===== config.mk =====
export PLATFORM = sky130hd
export DESIGN_NAME = aarc_cell
export DESIGN_NICKNAME = d
export VERILOG_FILES = /design/src/aarc_pkg.sv /design/src/aarc_cell.sv
export SDC_FILE = /design/constraint.sdc
export NUM_CORES = 1
export LEC_CHECK = 0
export BUFFER_PORTS_ARGS = -buffer_cell sky130_fd_sc_hd__buf_2
export CELL_PAD_IN_SITES_DETAIL_PLACEMENT = 0
export CELL_PAD_IN_SITES_GLOBAL_PLACEMENT = 1
export CORE_MARGIN = 5
export CORE_UTILIZATION = 33
export CTS_BUF_LIST = sky130_fd_sc_hd__clkbuf_8
export DETAILED_ROUTE_END_ITERATION = 12
export MAX_ROUTING_LAYER = met4
export PLACE_DENSITY_LB_ADDON = 0.1
export SLEW_MARGIN = 20
export SYNTH_ARGS = -nofsm -noshare
export SYNTH_HDL_FRONTEND = slang
export SYNTH_SLANG_ARGS = --single-unit

===== constraint.sdc =====
create_clock -name clk -period 2.35 [get_ports clk]
set_clock_uncertainty 0.2 [all_clocks]
set_input_delay 0.705 -clock clk [delete_from_list [all_inputs] [get_ports clk]]
set_output_delay 0.705 -clock clk [all_outputs]
set_load 0.05 [all_outputs]

===== src/aarc_pkg.sv =====
// Package: constants, opcodes and cell control type of the address range checker.
package aarc_pkg;

  localparam int          TABLE_ENTRIES_DEF = 64;
  localparam logic [31:0] STACK_TOP_RESET   = 32'hBAAA_AFFC;

  localparam int ADDR_W   = 32;
  localparam int OP_W     = 2;
  localparam int IN_TDATA_W  = 168;
  localparam int OUT_TDATA_W = 8;

  localparam logic [OP_W-1:0] OP_ADD_RANGE = 2'd0;
  localparam logic [OP_W-1:0] OP_ADD_ALLOC = 2'd1;
  localparam logic [OP_W-1:0] OP_CHECK     = 2'd2;

  typedef struct packed {
    logic              shift;
    logic [ADDR_W-1:0] addr;
  } cell_ctrl_t;

endpackage


===== src/aarc_cell.sv =====
// One table cell: holds one range, shifts on insert, forwards the check token and hit flag.
module aarc_cell (
  input  logic                     clk,
  input  logic                     rst_n,
  input  aarc_pkg::cell_ctrl_t     ctrl,
  input  logic                     entry_valid,
  input  logic [aarc_pkg::ADDR_W-1:0] start_in,
  input  logic [aarc_pkg::ADDR_W-1:0] end_in,
  input  logic                     tok_in,
  input  logic                     hit_in,
  output logic [aarc_pkg::ADDR_W-1:0] start_out,
  output logic [aarc_pkg::ADDR_W-1:0] end_out,
  output logic                     tok_out,
  output logic                     hit_out
);

  logic [aarc_pkg::ADDR_W-1:0] start_r;
  logic [aarc_pkg::ADDR_W-1:0] end_r;
  logic                        tok_r;
  logic                        hit_r;
  logic                        hit_nxt;
  logic                        match;

  assign match   = entry_valid && (start_r < ctrl.addr) && (ctrl.addr <= end_r);
  assign hit_nxt = hit_in || (tok_in && match);

  always_ff @(posedge clk) begin
    if (ctrl.shift) begin
      start_r <= start_in;
      end_r   <= end_in;
    end
  end

  always_ff @(posedge clk) begin
    if (!rst_n) begin
      tok_r <= 1'b0;
      hit_r <= 1'b0;
    end else begin
      tok_r <= tok_in;
      hit_r <= hit_nxt;
    end
  end

  assign start_out = start_r;
  assign end_out   = end_r;
  assign tok_out   = tok_r;
  assign hit_out   = hit_r;

endmodule


# After elaboration in Yosys (flattened, before gate mapping)
# Index checks and enable logic that the tools add are counted.
[word_totals]
reg_bits = 66
latchBits = 0
ramBits = 0
romBits = 0
input_bits = 102
output_inout_bits = 66
wordCells = 10
n_memories = 0
[classes]
add_sub_neg = 0
mul = 0
div = 0
order_cmp = 2
n_eq_ne = 0
n_shift = 0
muxes = 0
bitwise = 0
reduce_logical = 4
[op_table]
columns = ["op", "n"]
rows = [
  ["$le A32 B32 Y1", 1],
  ["$lt A32 B32 Y1", 1],
  ["$logic_and A1 B1 Y1", 3],
  ["$logic_or A1 B1 Y1", 1],
]

# Depth between registers and ports, before layout
[depth]
depth_word = 5
ltp_mapped = 8
ltp_nobuf = 8

# Worst setup path before layout
# No wires, ideal clock.
[synth_path]
kind = "register -> register"
start = "register end_r, in the netlist end_out[18]"
end = "register hit_r (netlist: hit_out)"
setup_ns = 0.096
arrival_time_ns = 2.159
required_time_ns = 2.054
path_slack_ns = -0.105
stages_incl_launch_ff = 9
n_path_buf = 0
synth_period_minus_slack_ns = 2.455
cell_sequence = "edfxtp_1 > inv_1 > ha_1 > a211oi_2 > a211o_1 > a311oi_1 > a2111oi_1 > a31oi_1 > o41ai_2"
[synth_via]
elab_chain_cells = 4
[synth_rtl]
columns = ["item", "line_no", "source"]
rows = [
  ["start, declared", "aarc_cell.sv:18", "logic [aarc_pkg::ADDR_W-1:0] end_r;"],
  ["start signal, assigned", "aarc_cell.sv:30", "end_r <= end_in;"],
  ["$le A32 B32 Y1", "aarc_cell.sv:24", "assign match = entry_valid && (start_r < ctrl.addr) && (ctrl.addr <= end_r);"],
  ["$logic_and A1 B1 Y1", "aarc_cell.sv:24", ""],
  ["$logic_and A1 B1 Y1", "aarc_cell.sv:25", "assign hit_nxt = hit_in || (tok_in && match);"],
  ["$logic_or A1 B1 Y1", "aarc_cell.sv:25", ""],
  ["end signal, assigned", "aarc_cell.sv:40", "hit_r <= hit_nxt;"],
  ["end, declared", "aarc_cell.sv:20", "logic hit_r;"],
]
# No other way between the ends.
# A chain may end at the register's enable or synchronous reset.

# Worst setup path in the final report
[layout_path]
start = "input ctrl[23] (netlist name)"
end = "register hit_r (netlist: hit_out)"
[layout_via]
elab_chain_cells = 5
word_cells_on_any_way = 6
cone_classes = "2 x order compare; 4 x reduce/logical"
[layout_rtl]
columns = ["item", "line_no", "source"]
rows = [
  ["start, declared", "aarc_cell.sv:5", "input aarc_pkg::cell_ctrl_t ctrl,"],
  ["$lt A32 B32 Y1", "aarc_cell.sv:24", ""],
  ["$logic_and A1 B1 Y1", "aarc_cell.sv:24", ""],
  ["$logic_and A1 B1 Y1 *", "aarc_cell.sv:24", ""],
  ["$logic_and A1 B1 Y1 *", "aarc_cell.sv:25", ""],
  ["$logic_or A1 B1 Y1 *", "aarc_cell.sv:25", ""],
]
# Mark *: on every way between the ends. The rest lies on a longest branch, timed or not.

==> flow_summary.yaml <==
outcome:
  outcome: "finished clean"
final_layout:
  fillCellCount: 1063
  layout_commonest_cell: "buf_2"
  post_layout_nonfiller_instances: 639
  drive_above_1_share_pct: 43.3
  antenna_cells: 0
  multi_input_area_um2: 1440
  syn_to_final_growth_pct: 40.0
  final_cell_mix: "167 x buf_2, 66 x inv_1, 64 x edfxtp_1"
  seq_area_um2: 1960
  nets: 659
sta:
  relSlewSlack_pct: 71.0
  fmax_mhz: 448
  slew_viol_final: 0
  hold_violations: 0
  period_minus_slack_ns: 2.23
  final-setup-viol-count: 0
  finalCritPeriodShare_pct: 95.0
  fin_setup_tns_ns: 0
  whs_ns: 0.320
  worstMarginPinSlew_ns: 0.435
synthesis:
  yosysSeqAreaShare_pct: 54.9
  synth_area_um2: 3570
  yosys_warnings: 0
  synth_top_area_share_pct: 53.8
  synth_cell_type_count: 30
  netlist_top_cells_area: "edfxtp_1 54%, ha_1 22%, inv_1 6.7%"
  syn_avg_cell_area_um2: 12.2
  synth_largest_area_cell: "edfxtp_1"
  synth-seq-cells: 66
  syn_inst: 293
  syn_nets: 458
setup_path:
  r2r_setup_slack_ns: 0.17
  cp-start-kind: "primary input"
  cp.arrival_ns: 2.27
  crit_path_end_kind: "flip-flop"
  critPathKind: "primary input to flip-flop"
  crit_required_ns: 2.39
  crit_fanout: 3
power_and_ir_drop:
  peakVddDrop_uv: 466
  powerDensity_nw_per_um2: 644
  cellLeakagePower_nw: 2.53
global_route:
  grt_max_degree: 33
  grt_pass1_vias: 3014
  grt.total_usage_pct: 15.1
  grt_pass1_wl_um: 14400
  antenna_found_initial: 0
  overflow: 0
detailed_routing:
  routed_wirelength_um: 9300
  via_per_inst: 4.49
  drc: 0
  drtPass1Iterations: 6
  wl_per_cell_um: 14.5
  detail_route.iter0.violations: 88
  vias: 2872
  detail-route-antenna-nets: 0
placed_design:
  gp_congestion: 0.787
  hpwl_um: 7910
  dp.cells: 622
  io_buffers: 167
die:
  ioPinCount: 168
  coreArea_um2: 10700
  die_h_um: 114
  die_area_um2: 13000
  die_x_um: 114
  start_util_pct: 33.2
  rows: 38
clock_tree:
  clk_pin_slew_ns: 0.07
  root_buffer: "clkbuf_8"
  htree_levels: 3
  clock_path_buffers: 2
  numCtsBuffers: 9
  cts_tree: "yes"
  cts_sinks: 66
  cts_hold_buf: 0
  clk_latency_ns: 0.35
flow_run:
  maxCapViolations: 0
worst_hold_path:
  hold_class: "primary input to flip-flop"
-- metal layers --
metal | GRT usage (%) | up-vias | wire, um
met3 | 5.99 | 11 | 714
met5 | - | - | 0
li1 | - | 1461 | -
met1 | 16.6 | 1302 | 3670
met4 | 4.51 | 0 | 116
met2 | 25.3 | 98 | 4800
-- cells in the mapped netlist, drive strengths merged --
cell type / instances
o21ai: 7
inv: 64
a21o: 5
nand2: 16
ha: 63
nor3: 2
o41ai: 2
a221oi: 1
a21oi: 27
nor4: 3
nor2b: 2
nand3: 8
nand4: 11
a211oi: 2
a211o: 2
nand4b: 1
a31oi: 1
edfxtp: 64
dfxtp: 2
a2111oi: 2
and2: 1
a311oi: 1
nor2: 6
-- kinds of logic after synthesis --
| kind of cell | synth area share [%] |
|---|---|
| adders and majority gates | 22.1 |
| DFF | 54.9 |
| buffers and inverters | 6.73 |
| AOI/OAI and AO/OA | 8.90 |
| and+or+nand+nor | 7.36 |
-- final timing paths --
| path | to | depth (start not counted) | startpoint |
|---|---|---|---|
| worst max register to register | hit_out | 9 | end_out[18] |
| worst max-delay path | hit_out | 8 | ctrl[23] |
| worst min register to register | hit_out | 4 | start_out[31] |
| worst min-delay path | end_out[12] | 1 | end_in[12] |
-- power by group --
part / internal [W] / switching, W / total (W) / leakage, nW
combinational: 0.000296 / 0.000585 / 0.000881 / 1.78
sequential: 0.00140 / 0.0000500 / 0.00145 / 0.643
clock: 0.000469 / 0.000425 / 0.000894 / 0.102
-- state kept, by name (all words and copies together), names as in the netlist --
register,flops
start_out,32
tok_out,1
end_out,32
hit_out,1
-- final cells by class --
type / count / area share [%]
inverter: 64 / 4.80
tap: 140 / 3.50
sequential: 66 / 39.2
clock inverter: 7 / 1.08
timing repair buffer: 190 / 20.2
clock buffer: 9 / 2.48
multi-input combinational: 163 / 28.7
-- worst max-delay path: stages --
cell and delay, ns:
buf_2 0.11, ha_1 0.31, nand4_1 0.11, a211o_1 0.29, a311oi_1 0.36, a2111oi_2 0.09, a31oi_1 0.21, o41ai_2 0.08
-- metrics by stage --
step | setup slack, ns | power [W] | utilization, % | instance area [um^2]
floorplan | 0.0213 | 0.00202 | - | 3580
global placement | -0.252 | 0.00234 | 44.3 | 4760
detailed placement | -0.340 | 0.00235 | 44.3 | 4760
CTS | 0.0401 | 0.00327 | 45.9 | 4940
global route | -0.000789 | 0.00342 | 46.5 | 5000
finish | 0.118 | 0.00322 | 46.5 | 5000
-- repair_timing --
item,4_1_cts,5_1_grt
buffers inserted,0,1
endpoints found under the hold margin,0,0
setup endpoints to repair,0,1
gates resized for setup,0,10
No activity file was read; power rests on OpenSTA's default activity.
